==> config.mk <==
export PLATFORM = sky130hd
export DESIGN_NAME = assembler_source_tokenizer_unit
export DESIGN_NICKNAME = d
export VERILOG_FILES = /design/src/rtl/core/ast_pkg.sv /design/src/rtl/core/ast_scanner.sv /design/src/rtl/core/assembler_source_tokenizer_unit.sv
export SDC_FILE = /design/constraint.sdc
export NUM_CORES = 2
export LEC_CHECK = 0
export ABC_CLOCK_PERIOD_IN_PS = 12600
export BUFFER_PORTS_ARGS = -buffer_cell sky130_fd_sc_hd__buf_4
export CAP_MARGIN = 15
export CORE_AREA = 2 2 252 254
export DETAILED_ROUTE_END_ITERATION = 12
export DIE_AREA = 0 0 254 256
export GPL_TIMING_DRIVEN = 0
export HOLD_SLACK_MARGIN = 0.06
export PLACE_DENSITY_LB_ADDON = 0.08
export SLEW_MARGIN = 25
export SYNTH_ARGS = -nofsm -noshare
export SYNTH_HDL_FRONTEND = slang
export SYNTH_SLANG_ARGS = --single-unit
==> constraint.sdc <==
create_clock -name clk -period 12.6 [get_ports clk]
set_input_delay 1.89 -clock clk [delete_from_list [all_inputs] [get_ports clk]]
set_output_delay 1.89 -clock clk [all_outputs]
set_load 0.01 [all_outputs]
==> src/rtl/core/ast_pkg.sv <==
`timescale 1ns / 1ps
// ----------------------------------------------------------------------------
// ast_pkg: shared definitions for the assembler source tokenizer
// Character codes, token kinds, scanner modes and the token word layout.
// ----------------------------------------------------------------------------
package ast_pkg;

  localparam int COUNTER_BITS = 16;
  localparam int OFFSET_BITS  = 24;
  localparam int VALUE_BITS   = 31;
  localparam int BYTE_BITS    = 8;

  localparam logic [COUNTER_BITS-1:0] COUNT_MAX = '1;
  localparam logic [VALUE_BITS-1:0]   VALUE_MAX = '1;

  // Output queue geometry.
  localparam int FIFO_DEPTH = 4;
  localparam int PTR_BITS   = $clog2(FIFO_DEPTH);
  localparam int FILL_BITS  = $clog2(FIFO_DEPTH + 1);

  // Character codes.
  localparam logic [7:0] CH_NUL   = 8'h00;
  localparam logic [7:0] CH_TAB   = 8'h09;
  localparam logic [7:0] CH_LF    = 8'h0a;
  localparam logic [7:0] CH_CR    = 8'h0d;
  localparam logic [7:0] CH_SPACE = 8'h20;
  localparam logic [7:0] CH_COMMA = 8'h2c;
  localparam logic [7:0] CH_ZERO  = 8'h30;
  localparam logic [7:0] CH_ONE   = 8'h31;
  localparam logic [7:0] CH_NINE  = 8'h39;
  localparam logic [7:0] CH_COLON = 8'h3a;
  localparam logic [7:0] CH_SEMI  = 8'h3b;
  localparam logic [7:0] CH_UA    = 8'h41;
  localparam logic [7:0] CH_UF    = 8'h46;
  localparam logic [7:0] CH_UNDER = 8'h5f;
  localparam logic [7:0] CH_LA    = 8'h61;
  localparam logic [7:0] CH_LB    = 8'h62;
  localparam logic [7:0] CH_LD    = 8'h64;
  localparam logic [7:0] CH_LF_A  = 8'h66;
  localparam logic [7:0] CH_LI    = 8'h69;
  localparam logic [7:0] CH_LS    = 8'h73;
  localparam logic [7:0] CH_LT    = 8'h74;
  localparam logic [7:0] CH_LV    = 8'h76;
  localparam logic [7:0] CH_LX    = 8'h78;
  localparam logic [7:0] CH_LZ    = 8'h7a;

  typedef enum logic [3:0] {
    KIND_COLON    = 4'd0,
    KIND_COMMA    = 4'd1,
    KIND_NUMBER   = 4'd2,
    KIND_TEXT     = 4'd3,
    KIND_REG_I    = 4'd4,
    KIND_REG_DT   = 4'd5,
    KIND_REG_ST   = 4'd6,
    KIND_VARIABLE = 4'd7,
    KIND_END      = 4'd8,
    KIND_ERROR    = 4'd9
  } token_kind_t;

  typedef enum logic [7:0] {
    MODE_IDLE    = 8'b0000_0001,
    MODE_COMMENT = 8'b0000_0010,
    MODE_ZERO    = 8'b0000_0100,
    MODE_DEC     = 8'b0000_1000,
    MODE_HEX     = 8'b0001_0000,
    MODE_BIN     = 8'b0010_0000,
    MODE_NAME    = 8'b0100_0000,
    MODE_HALT    = 8'b1000_0000
  } scan_mode_t;

  typedef struct packed {
    token_kind_t             kind;
    logic [COUNTER_BITS-1:0] line;
    logic [COUNTER_BITS-1:0] column;
    logic [OFFSET_BITS-1:0]  offset;
    logic [COUNTER_BITS-1:0] length;
    logic [VALUE_BITS-1:0]   value;
    logic                    last;
  } token_t;

  // Tokens caused by one source byte: a closed number or name first, then
  // the token that the byte itself makes.
  typedef struct packed {
    logic   first_valid;
    token_t first_tok;
    logic   second_valid;
    token_t second_tok;
  } token_pair_t;

  // Value of a hex digit character; letters map through their low nibble.
  function automatic logic [3:0] hex_value(input logic [7:0] ch);
    logic [3:0] v;
    if (ch >= CH_ZERO && ch <= CH_NINE) begin
      v = ch[3:0];
    end else begin
      v = ch[3:0] + 4'd9;
    end
    return v;
  endfunction

endpackage

==> src/rtl/core/ast_scanner.sv <==
`timescale 1ns / 1ps
// ----------------------------------------------------------------------------
// ast_scanner: per-byte scanner state and token formation
// Consumes one source byte per step and reports up to two tokens.
// ----------------------------------------------------------------------------
module ast_scanner
  import ast_pkg::*;
(
  input  logic        clk,
  input  logic        rst_n,
  input  logic        step,
  input  logic [7:0]  step_byte,
  output token_pair_t tokens
);

  scan_mode_t              mode_r, mode_nxt;
  logic [COUNTER_BITS-1:0] line_r, line_nxt;
  logic [COUNTER_BITS-1:0] column_r, column_nxt;
  logic [OFFSET_BITS-1:0]  offset_r, offset_nxt;
  logic [COUNTER_BITS-1:0] start_line_r, start_line_nxt;
  logic [COUNTER_BITS-1:0] start_column_r, start_column_nxt;
  logic [OFFSET_BITS-1:0]  start_offset_r, start_offset_nxt;
  logic [COUNTER_BITS-1:0] span_r, span_nxt;
  logic [VALUE_BITS-1:0]   acc_r, acc_nxt;
  logic                    ovf_r, ovf_nxt;
  logic [15:0]             name_chars_r, name_chars_nxt;

  logic [7:0] b;
  logic       is_dec, is_lhex, is_uhex, is_bin, is_name_byte, is_name_start;
  logic       digit_ok;
  logic [3:0] digit;
  logic [VALUE_BITS+4:0] acc_scaled;
  logic [VALUE_BITS+4:0] acc_sum;

  assign b             = step_byte;
  assign is_dec        = (b >= CH_ZERO) && (b <= CH_NINE);
  assign is_lhex       = (b >= CH_LA) && (b <= CH_LF_A);
  assign is_uhex       = (b >= CH_UA) && (b <= CH_UF);
  assign is_bin        = (b == CH_ZERO) || (b == CH_ONE);
  assign is_name_start = ((b >= CH_LA) && (b <= CH_LZ)) || (b == CH_UNDER);
  assign is_name_byte  = is_name_start || is_dec;
  assign digit         = hex_value(b);

  // Multiply by the radix of the current mode using shifts and one add.
  always_comb begin
    if (mode_r == MODE_HEX) begin
      acc_scaled = {1'b0, acc_r, 4'b0000};
      digit_ok   = is_dec || is_lhex || is_uhex;
    end else if (mode_r == MODE_BIN) begin
      acc_scaled = {4'b0000, acc_r, 1'b0};
      digit_ok   = is_bin;
    end else begin
      acc_scaled = {2'b00, acc_r, 3'b000} + {4'b0000, acc_r, 1'b0};
      digit_ok   = is_dec;
    end
    acc_sum = acc_scaled + {{(VALUE_BITS+1){1'b0}}, digit};
  end

  always_comb begin
    logic       grow;
    logic       accumulate;
    logic       advance;
    logic       restart;
    logic       pending;
    logic       idle_handling;
    logic [7:0] c0;
    logic [7:0] c1;
    logic       c1_var;

    grow          = 1'b0;
    accumulate    = 1'b0;
    advance       = 1'b0;
    restart       = 1'b0;
    pending       = 1'b0;
    idle_handling = 1'b0;
    c0            = '0;
    c1            = '0;
    c1_var        = 1'b0;

    mode_nxt         = mode_r;
    line_nxt         = line_r;
    column_nxt       = column_r;
    offset_nxt       = offset_r;
    start_line_nxt   = start_line_r;
    start_column_nxt = start_column_r;
    start_offset_nxt = start_offset_r;
    span_nxt         = span_r;
    acc_nxt          = acc_r;
    ovf_nxt          = ovf_r;
    name_chars_nxt   = name_chars_r;
    tokens           = '0;

    unique case (mode_r)
      MODE_HALT: begin
        if (b == CH_NUL) begin
          tokens.second_valid      = 1'b1;
          tokens.second_tok.kind   = KIND_END;
          tokens.second_tok.line   = line_r;
          tokens.second_tok.column = column_r;
          tokens.second_tok.offset = offset_r;
          restart                  = 1'b1;
          mode_nxt                 = MODE_IDLE;
        end
      end
      MODE_COMMENT: begin
        if (b == CH_CR || b == CH_LF || b == CH_NUL) begin
          mode_nxt      = MODE_IDLE;
          idle_handling = 1'b1;
        end else begin
          advance = 1'b1;
        end
      end
      MODE_ZERO: begin
        if (b == CH_LX || b == CH_LB) begin
          mode_nxt = (b == CH_LX) ? MODE_HEX : MODE_BIN;
          span_nxt = '0;
          advance  = 1'b1;
        end else if (is_dec) begin
          mode_nxt   = MODE_DEC;
          accumulate = 1'b1;
          grow       = 1'b1;
          advance    = 1'b1;
        end else begin
          pending       = 1'b1;
          idle_handling = 1'b1;
        end
      end
      MODE_DEC, MODE_HEX, MODE_BIN: begin
        if (digit_ok) begin
          accumulate = 1'b1;
          grow       = 1'b1;
          advance    = 1'b1;
        end else begin
          pending       = 1'b1;
          idle_handling = 1'b1;
        end
      end
      MODE_NAME: begin
        if (is_name_byte) begin
          if (span_r == COUNTER_BITS'(1)) begin
            name_chars_nxt[7:0] = b;
          end
          grow    = 1'b1;
          advance = 1'b1;
        end else begin
          pending       = 1'b1;
          idle_handling = 1'b1;
        end
      end
      default: begin
        idle_handling = 1'b1;
      end
    endcase

    if (grow && span_r != COUNT_MAX) begin
      span_nxt = span_r + COUNTER_BITS'(1);
    end

    if (accumulate && !ovf_r) begin
      if (acc_sum > {5'b00000, VALUE_MAX}) begin
        ovf_nxt = 1'b1;
        acc_nxt = '0;
      end else begin
        acc_nxt = acc_sum[VALUE_BITS-1:0];
      end
    end

    // A number or name closed by this byte.
    if (pending) begin
      mode_nxt                = MODE_IDLE;
      c0                      = name_chars_r[15:8];
      c1                      = name_chars_r[7:0];
      c1_var                  = ((c1 >= CH_ZERO) && (c1 <= CH_NINE)) ||
                                ((c1 >= CH_LA) && (c1 <= CH_LF_A));
      tokens.first_valid      = 1'b1;
      tokens.first_tok.line   = start_line_r;
      tokens.first_tok.column = start_column_r;
      tokens.first_tok.offset = start_offset_r;
      tokens.first_tok.length = span_r;
      if (mode_r == MODE_NAME) begin
        tokens.first_tok.kind = KIND_TEXT;
        if (span_r == COUNTER_BITS'(1) && c0 == CH_LI) begin
          tokens.first_tok.kind = KIND_REG_I;
        end else if (span_r == COUNTER_BITS'(2) && c0 == CH_LD && c1 == CH_LT) begin
          tokens.first_tok.kind = KIND_REG_DT;
        end else if (span_r == COUNTER_BITS'(2) && c0 == CH_LS && c1 == CH_LT) begin
          tokens.first_tok.kind = KIND_REG_ST;
        end else if (span_r == COUNTER_BITS'(2) && c0 == CH_LV && c1_var) begin
          tokens.first_tok.kind  = KIND_VARIABLE;
          tokens.first_tok.value = VALUE_BITS'(hex_value(c1));
        end
      end else begin
        tokens.first_tok.kind  = KIND_NUMBER;
        tokens.first_tok.value = ovf_r ? '0 : acc_r;
      end
    end

    // The byte handled on its own from the idle mode.
    if (idle_handling) begin
      tokens.second_tok.line   = line_r;
      tokens.second_tok.column = column_r;
      tokens.second_tok.offset = offset_r;
      if (b == CH_NUL) begin
        tokens.second_valid    = 1'b1;
        tokens.second_tok.kind = KIND_END;
        restart                = 1'b1;
      end else if (b == CH_SEMI) begin
        mode_nxt = MODE_COMMENT;
        advance  = 1'b1;
      end else if (b == CH_SPACE || b == CH_TAB || b == CH_CR || b == CH_LF) begin
        advance = 1'b1;
      end else if (b == CH_COLON || b == CH_COMMA) begin
        tokens.second_valid      = 1'b1;
        tokens.second_tok.kind   = (b == CH_COLON) ? KIND_COLON : KIND_COMMA;
        tokens.second_tok.length = COUNTER_BITS'(1);
        advance                  = 1'b1;
      end else if (is_dec || is_name_start) begin
        start_line_nxt   = line_r;
        start_column_nxt = column_r;
        start_offset_nxt = offset_r;
        span_nxt         = COUNTER_BITS'(1);
        ovf_nxt          = 1'b0;
        advance          = 1'b1;
        if (is_dec) begin
          acc_nxt        = VALUE_BITS'(b[3:0]);
          name_chars_nxt = '0;
          mode_nxt       = (b == CH_ZERO) ? MODE_ZERO : MODE_DEC;
        end else begin
          acc_nxt        = '0;
          name_chars_nxt = {b, 8'h00};
          mode_nxt       = MODE_NAME;
        end
      end else begin
        tokens.second_valid      = 1'b1;
        tokens.second_tok.kind   = KIND_ERROR;
        tokens.second_tok.length = COUNTER_BITS'(1);
        mode_nxt                 = MODE_HALT;
      end
    end

    tokens.first_tok.last  = !tokens.second_valid;
    tokens.second_tok.last = 1'b1;

    if (restart) begin
      line_nxt   = COUNTER_BITS'(1);
      column_nxt = COUNTER_BITS'(1);
      offset_nxt = '0;
    end else if (advance) begin
      offset_nxt = offset_r + OFFSET_BITS'(1);
      if (b == CH_LF) begin
        column_nxt = COUNTER_BITS'(1);
        if (line_r != COUNT_MAX) begin
          line_nxt = line_r + COUNTER_BITS'(1);
        end
      end else if (column_r != COUNT_MAX) begin
        column_nxt = column_r + COUNTER_BITS'(1);
      end
    end
  end

  always_ff @(posedge clk) begin
    if (!rst_n) begin
      mode_r         <= MODE_IDLE;
      line_r         <= COUNTER_BITS'(1);
      column_r       <= COUNTER_BITS'(1);
      offset_r       <= '0;
      start_line_r   <= COUNTER_BITS'(1);
      start_column_r <= COUNTER_BITS'(1);
      start_offset_r <= '0;
      span_r         <= '0;
      acc_r          <= '0;
      ovf_r          <= 1'b0;
      name_chars_r   <= '0;
    end else if (step) begin
      mode_r         <= mode_nxt;
      line_r         <= line_nxt;
      column_r       <= column_nxt;
      offset_r       <= offset_nxt;
      start_line_r   <= start_line_nxt;
      start_column_r <= start_column_nxt;
      start_offset_r <= start_offset_nxt;
      span_r         <= span_nxt;
      acc_r          <= acc_nxt;
      ovf_r          <= ovf_nxt;
      name_chars_r   <= name_chars_nxt;
    end
  end

endmodule

==> src/rtl/core/assembler_source_tokenizer_unit.sv <==
`timescale 1ns / 1ps
// ----------------------------------------------------------------------------
// assembler_source_tokenizer_unit: assembler source tokenizer top level
// Turns a stream of source bytes into colon, comma, number, name, end and
// error tokens with their source positions.
// ----------------------------------------------------------------------------
// The block takes one source byte per clock cycle while the input is ready and
// the scanner updates its state in that same cycle; the tokens a byte causes
// are written into a four-word output queue and reach the output port once
// the words ahead of them have left. A byte that closes a pending number or
// name and is itself a token (for example "r1," or "x:") makes two words, and
// the output port moves one word per cycle while the sink accepts, so the
// sustained input rate is one byte per cycle as long as tokens average at
// most one per byte and the sink keeps up. The input is ready whenever the
// queue has room for two words. A zero byte ends the source, gives an end
// word and restarts the line and column counts at 1 and the offset at 0. An
// invalid byte gives an error word and the block then drops every nonzero
// byte until a zero byte arrives. Numbers above 2^31-1 are reported with
// value 0. Nothing needs a clearing pass after reset.
// ----------------------------------------------------------------------------
module assembler_source_tokenizer_unit
  import ast_pkg::*;
(
  input  logic         clk,
  input  logic         rst_n,
  input  logic         in_tvalid,
  output logic         in_tready,
  input  logic [7:0]   in_tdata,   // source_byte[7:0]
  output logic         out_tvalid,
  input  logic         out_tready,
  output logic [103:0] out_tdata,  // token_line[15:0], token_column[31:16],
                                   // token_offset[55:32], token_length[71:56],
                                   // token_value[102:72], zero pad [103]
  output logic [3:0]   out_tuser,  // token_kind[3:0]
  output logic         out_tlast   // last_of_run
);

  logic        in_fire;
  logic        out_fire;
  token_pair_t tokens;

  // Output queue of token words.
  token_t                fifo_mem_r [FIFO_DEPTH];
  logic [PTR_BITS-1:0]   wr_ptr_r, wr_ptr_nxt;
  logic [PTR_BITS-1:0]   rd_ptr_r, rd_ptr_nxt;
  logic [FILL_BITS-1:0]  fill_r, fill_nxt;
  logic [FILL_BITS-1:0]  push_count;
  logic                  push_first, push_second;
  token_t                push_word0, push_word1;
  token_t                head_word;

  assign in_fire  = in_tvalid && in_tready;
  assign out_fire = out_tvalid && out_tready;

  // Accept only when two words are guaranteed to fit.
  assign in_tready = (fill_r <= FILL_BITS'(FIFO_DEPTH - 2));

  ast_scanner u_scanner (
    .clk       (clk),
    .rst_n     (rst_n),
    .step      (in_fire),
    .step_byte (in_tdata),
    .tokens    (tokens)
  );

  // Pack the valid tokens so that the first valid one lands at the write pointer.
  always_comb begin
    push_first  = in_fire && (tokens.first_valid || tokens.second_valid);
    push_second = in_fire && tokens.first_valid && tokens.second_valid;
    push_word0  = tokens.first_valid ? tokens.first_tok : tokens.second_tok;
    push_word1  = tokens.second_tok;
    push_count  = FILL_BITS'(push_first) + FILL_BITS'(push_second);
    wr_ptr_nxt  = wr_ptr_r + PTR_BITS'(push_count);
    rd_ptr_nxt  = out_fire ? rd_ptr_r + PTR_BITS'(1) : rd_ptr_r;
    fill_nxt    = fill_r + push_count - FILL_BITS'(out_fire);
  end

  always_ff @(posedge clk) begin
    if (push_first) begin
      fifo_mem_r[wr_ptr_r] <= push_word0;
    end
    if (push_second) begin
      fifo_mem_r[wr_ptr_r + PTR_BITS'(1)] <= push_word1;
    end
  end

  always_ff @(posedge clk) begin
    if (!rst_n) begin
      wr_ptr_r <= '0;
      rd_ptr_r <= '0;
      fill_r   <= '0;
    end else begin
      wr_ptr_r <= wr_ptr_nxt;
      rd_ptr_r <= rd_ptr_nxt;
      fill_r   <= fill_nxt;
    end
  end

  assign head_word  = fifo_mem_r[rd_ptr_r];
  assign out_tvalid = (fill_r != '0);
  assign out_tuser  = head_word.kind;
  assign out_tlast  = head_word.last;
  assign out_tdata  = {1'b0, head_word.value, head_word.length, head_word.offset,
                       head_word.column, head_word.line};

  // The queue never holds more words than it has entries.
  a_fill_bound: assert property (@(posedge clk) disable iff (!rst_n)
    fill_r <= FILL_BITS'(FIFO_DEPTH))
    else $error("output queue overfilled");

  // A byte that makes two tokens leaves a word waiting in the next cycle.
  a_pair_visible: assert property (@(posedge clk) disable iff (!rst_n)
    (in_fire && tokens.first_valid && tokens.second_valid) |=> out_tvalid)
    else $error("token pair lost in output queue");

  // End and error tokens are always the final word of their byte.
  a_end_last: assert property (@(posedge clk) disable iff (!rst_n)
    (out_tvalid && (out_tuser == KIND_END || out_tuser == KIND_ERROR)) |-> out_tlast)
    else $error("end or error token not marked last");

endmodule
# After elaboration in Yosys (flattened, before gate mapping)

Memories as Yosys holds them, arrays and structs flattened. A register that Yosys moved wholly into a read port is not among the register bits.
Cells that the tools add are included.

Output and inout port bits: 111
Memory bits (writable): 432
Word-level logic and storage cells: 249
Memories kept: 1
Bits in registers: 191
Input port bits: 12

Memories:

| memory     | words | width | read ports | clocked after Yosys merged registers in | wr ports | line                                  | source |
|---|---|---|---|---|---|---|---|
| fifo_mem_r | 4     | 108   | 1          | 1                                       | 2        | assembler_source_tokenizer_unit.sv:43 | `token_t fifo_mem_r [FIFO_DEPTH];` |

Reduce and logical (&&, ||, !) cells: 47
Order comparisons: 13
Mux-type cells: 126
Equality and inequality tests: 29
Add/subtract/negate cells: 14
Bitwise logic cells: 4

Operator list:

| operator                | number |
|---|---|
| $mux W31                | 13 |
| $mux W16                | 22 |
| $mux W108               | 2 |
| $mux W8                 | 21 |
| $mux W61                | 2 |
| $mux W77                | 1 |
| $eq A8 B7 Y1 const B    | 9 |
| $mux W36                | 2 |
| $eq A8 B6 Y1 const B    | 7 |
| $add A16 B1 Y16 const B | 3 |
| $mux W24                | 2 |
| $ne A16 B16 Y1 const B  | 3 |
| $mux W1                 | 37 |
| $add A36 B4 Y36         | 1 |
| $gt A36 B31 Y1 const B  | 1 |
| $mux W4                 | 9 |
| $add A34 B32 Y35        | 1 |
| $eq A8 B4 Y1 const B    | 4 |
| $le A8 B7 Y1 const B    | 4 |
| $mux W5                 | 5 |
| $add A24 B1 Y24 const B | 1 |
| $ge A8 B7 Y1 const B    | 3 |
| $pmux W8 S3             | 1 |
| $logic_and A1 B1 Y1     | 20 |
| other kinds (33)        | 59 |

# Depth between registers and ports, before layout

Depth after elaboration: 15
Mapped depth: 24
Mapped depth without buffers: 21

# Hierarchy

A second synthesis with hierarchy kept.

Cells, all modules: 3234
Area, all modules: 34899.7 sq um

Modules (own cells, without submodules):

| module                          | area each (sq um) | cells each | seq. area each (sq um) | instances |
|---|---|---|---|---|
| assembler_source_tokenizer_unit | 20830.0           | 1278       | 13152.6                | 1 |
| ast_scanner                     | 14069.7           | 1956       | 3683.5                 | 1 |

# Least setup slack after synthesis

No wires, ideal clock.

Path type: in2reg
Start point: in in_tdata[1]
End point: mem fifo_mem_r[3][100] (netlist bit), enable pin
Library setup time: 0.419 ns
Path buffers: 2
Data required time: 12.181 ns
Setup slack: 6.181 ns
Cell stages on the path: 14
Arrival time: 6.000 ns
Cell sequence: clkbuf_1 -> inv_1 -> ha_1 -> or4b_1 -> o221ai_1 -> a21oi_1 -> nor2_1 -> o21ai_0 -> nor2_1 -> a21oi_1 -> nor2_2 -> nand3_1 -> buf_2 -> nand2_1

RTL lines:

| element         | line                                  | source |
|---|---|---|
| start, declared | assembler_source_tokenizer_unit.sv:28 | `input logic [7:0] in_tdata,` |
| end, declared   | assembler_source_tokenizer_unit.sv:43 |  |

==> flow_summary.json <==
{
  "outcome": "completed",
  "ir_worst_vdd_uv": 112,
  "clock_skew_ns": 0.0292,
  "antenna_found_initial": 0,
  "dieHeight_microns": 256,
  "cts_max_level": 3,
  "syn_area_per_cell_sq_um": 9.44,
  "yosysTopAreaCellShare": 0.248,
  "max_freq_ghz": 0.141,
  "fin_tns_setup_ns": 0,
  "path_max_fanout": 33,
  "cts_root_buffer": "clkbuf_16",
  "cts_max_path_buffers": 3,
  "initial_core_util": 0.503,
  "n_fill_cell": 5516,
  "clk_transition_reported_paths_ns": 0.06,
  "layout_worst_path_cycle_share": 0.563,
  "ant_nets": 0,
  "grt_pass1_wl_microns": 161000,
  "required_ns": 12.89,
  "wl_per_cell_microns": 23.8,
  "hold_class": "register to register",
  "cp-endpoint": "fifo_mem_r[3][48]$_DFFE_PP_",
  "seq_area_sq_um": 14900,
  "cts_tree": "built",
  "fin_util": 0.574,
  "finalNetCount": 3589,
  "rsz0062_at_grt": "no",
  "maxCapViolCount": 0,
  "seq_area_frac_synth": 0.474,
  "cp_slowest_cell": "nor2_1",
  "netlist_instances": 3324,
  "p_int_mw": 3.77,
  "cts-buffers-inserted": 68,
  "rrSetupSlack_ns": 7.31,
  "syn_area_sq_um": 31400,
  "core_sq_um": 62400,
  "post_cts_resized": 0,
  "insertion_delay_ns": 0.63,
  "path_cells": "buf_4 > clkbuf_1 > inv_1 > ha_1 > or4b_1 > o221ai_1 > a21oi_1 > nor2_1 > o21ai_0 > nor2_1 > a21oi_1 > nor2_2 > nand3_1 > buf_2 > nand2_4 > buf_12",
  "synth_edf_count": 236,
  "p_switching_mw": 1.52,
  "switching_share": 0.288,
  "die_x_microns": 254,
  "grtUsageTotal": 0.320,
  "portBuffers": 121,
  "num_rows": 92,
  "seqPwrFrac": 0.422,
  "firstDrtPassIters": 6,
  "n_antenna_cell": 0,
  "pwr-share-clk": 0.384,
  "worstPathArrival_ns": 7.38,
  "first_global_vias": 27485,
  "cp-start-kind": "input port",
  "worstSetupStartpoint": "in_tdata[1]",
  "ys.flop_type": "dfxtp_1",
  "holdWs_ns": 0.466,
  "ys_types": 96,
  "cts.sinks": 625,
  "die_area_sq_um": 65000,
  "multi_input_area_sq_um": 15300,
  "post_cts_buffers": 0,
  "slowest_delay_ns": 0.63,
  "viasPerCell": 6.29,
  "grt_max_degree": 37,
  "cts_hold_buffers": 0,
  "synthArstFlopShare": 0,
  "yosys_warnings": 0,
  "ios": 123,
  "drive_gt1_frac": 0.130,
  "final-setup-viol-count": 0,
  "end_kind": "register",
  "hold_viol_final": 0,
  "worst_slew_pin_slew_ns": 1.07,
  "drcViolationCount": 0,
  "r2r.worst_path.cells": 16,
  "p_leak_nw": 11.8,
  "drt-total-wl_microns": 105000,
  "globalRouteOverflowTotal": 0,
  "areaGrowthSynthToFinish_pct": 14.0,
  "criticalPathCategory": "input port to register",
  "finalCriticalPeriod_ns": 7.09,
  "reg2reg_to": "u_scanner.acc_r[30]$_SDFFE_PN0P_",
  "power_frac_comb": 0.194,
  "p_per_area_nw_per_um2": 148,
  "synth_area_leader_cell": "dfxtp_1",
  "hpwl_microns": 74900,
  "drt_iter0_markers": 2708,
  "vias": 27796,
  "relSlewSlack": 0.287,
  "ys_top_cells_by_area": "dfxtp_1, edfxtp_1, mux4_2, o21ai_0, nand2_1",
  "r2r_start": "u_scanner.mode_r[5]$_SDFFE_PN0P_",
  "synth_nets": 3392,
  "gp_congestion": 0.941,
  "ys_ff_latch": 625,
  "finalMaxSlewViolations": 0
}
[per-layer routing]
metal  up-vias  wire length, microns  GRT usage
li1      12642                     -          -
met1     13599                 39800      0.391
met2      1254                 52200      0.546
met3       301                  7660     0.0454
met4         0                  5570      0.173
met5         -                     0          0
[area by class of cell]
class / count / share of cell area
Clock buffer: 98 / 0.0555
Buffer: 257 / 0.0304
Tap cell: 846 / 0.0296
Clock inverter: 25 / 0.00758
Sequential cell: 625 / 0.416
Timing Repair Buffer: 127 / 0.0294
Multi-Input combinational cell: 2398 / 0.427
Inverter: 44 / 0.00461
[sequential cells by signal (all words and copies together), names as in the netlist, 24 cells and up, named ones only]
name                      count
fifo_mem_r                  432
u_scanner.acc_r              31
u_scanner.offset_r           24
u_scanner.start_offset_r     24
[how the worst min path moves through the flow]
stage | to | startpoint | cells past startpoint
floorplan | u_scanner.name_chars_r[13]$_SDFFE_PN0P_ | u_scanner.name_chars_r[13]$_SDFFE_PN0P_ | 2
global placement | fifo_mem_r[3][0]$_SDFFE_PP1P_ | fifo_mem_r[3][0]$_SDFFE_PP1P_ | 1
detailed placement | u_scanner.name_chars_r[13]$_SDFFE_PN0P_ | u_scanner.name_chars_r[13]$_SDFFE_PN0P_ | 2
CTS | u_scanner.name_chars_r[13]$_SDFFE_PN0P_ | u_scanner.name_chars_r[13]$_SDFFE_PN0P_ | 2
global route | u_scanner.name_chars_r[13]$_SDFFE_PN0P_ | u_scanner.name_chars_r[13]$_SDFFE_PN0P_ | 2
finish | fifo_mem_r[0][0]$_SDFFE_PP1P_ | fifo_mem_r[0][0]$_SDFFE_PP1P_ | 1
[power by group through the flow]
stage | Combinational [mW] | Clock (mW) | Sequential (mW)
finish | 1.02 | 2.03 | 2.23
global route | 1.09 | 2.13 | 2.24
CTS | 1.03 | 2.04 | 2.23
detailed placement | 1.03 | 0 | 2.28
global placement | 1.00 | 0 | 2.28
floorplan | 0.583 | 0 | 2.27
[cells in the mapped netlist (10+ instances only)]
master    instances
a31oi_1          12
ha_1             53
a21oi_1         158
and3_1           33
a32o_1           60
nand2b_1         12
o22ai_1          21
mux4_2          108
xnor2_1          39
o21a_1           12
nor2b_1          15
xor2_1           49
o31ai_1          10
o211ai_1         20
nor4_1           20
a211oi_1         14
nor2_1          153
o21ai_1          16
a22oi_1          18
o21ai_2          20
dfxtp_1         389
nor3_1           47
inv_1            43
buf_1            36
and2_1           22
or3_1            16
buf_2            48
nand2_1         567
o21ai_0         446
edfxtp_1        236
nor3b_1          10
o21bai_1         12
a21o_1           15
clkbuf_1        162
nand4_1          29
nand3_1         246
[kinds of logic (layout without fill, tap and decap cells)]
kind of cell | Yosys count | after routing | share of synthesized area
other cells | 1 | 1 | 0.000119
buf+inv | 301 | 551 | 0.0398
fa+ha+maj | 56 | 56 | 0.0230
simple gates | 1233 | 1233 | 0.183
xor+xnor | 88 | 88 | 0.0246
flops | 625 | 625 | 0.474
compound gates | 904 | 904 | 0.175
mux | 116 | 116 | 0.0800
[through the flow]
stage	instances	worst slack (ns)	total power [mW]	cell area (sq um)
floorplan	3324	6.18	2.85	31400
global placement	4291	3.16	3.29	33400
detailed placement	4297	5.00	3.30	33500
CTS	4420	5.63	5.30	35800
global route	4420	5.27	5.46	35800
finish	4420	5.51	5.29	35800
[placed cells by master (no fill, tap or decap), drive strengths merged, types with 39 or more instances in the layout]
cell    Yosys  final
nand2     568    568
edfxtp    236    236
inv        44     47
o21ai     482    482
clkbuf    162    261
nor2      156    156
dfxtp     389    389
mux4      108    108
nor3       52     52
buf        95    221
xor2       49     49
nand3     248    248
a21oi     160    160
xnor2      39     39
ha         53     53
a32o       60     60
[critical path: cells and delay by family]
family,cells,cell delay [ns]
AOI/OAI and AO/OA,4,0.88
adders and majority gates,1,0.30
and+or+nand+nor,6,2.71
buffers and inverters,5,1.50
(Power assumes the default switching activity.)
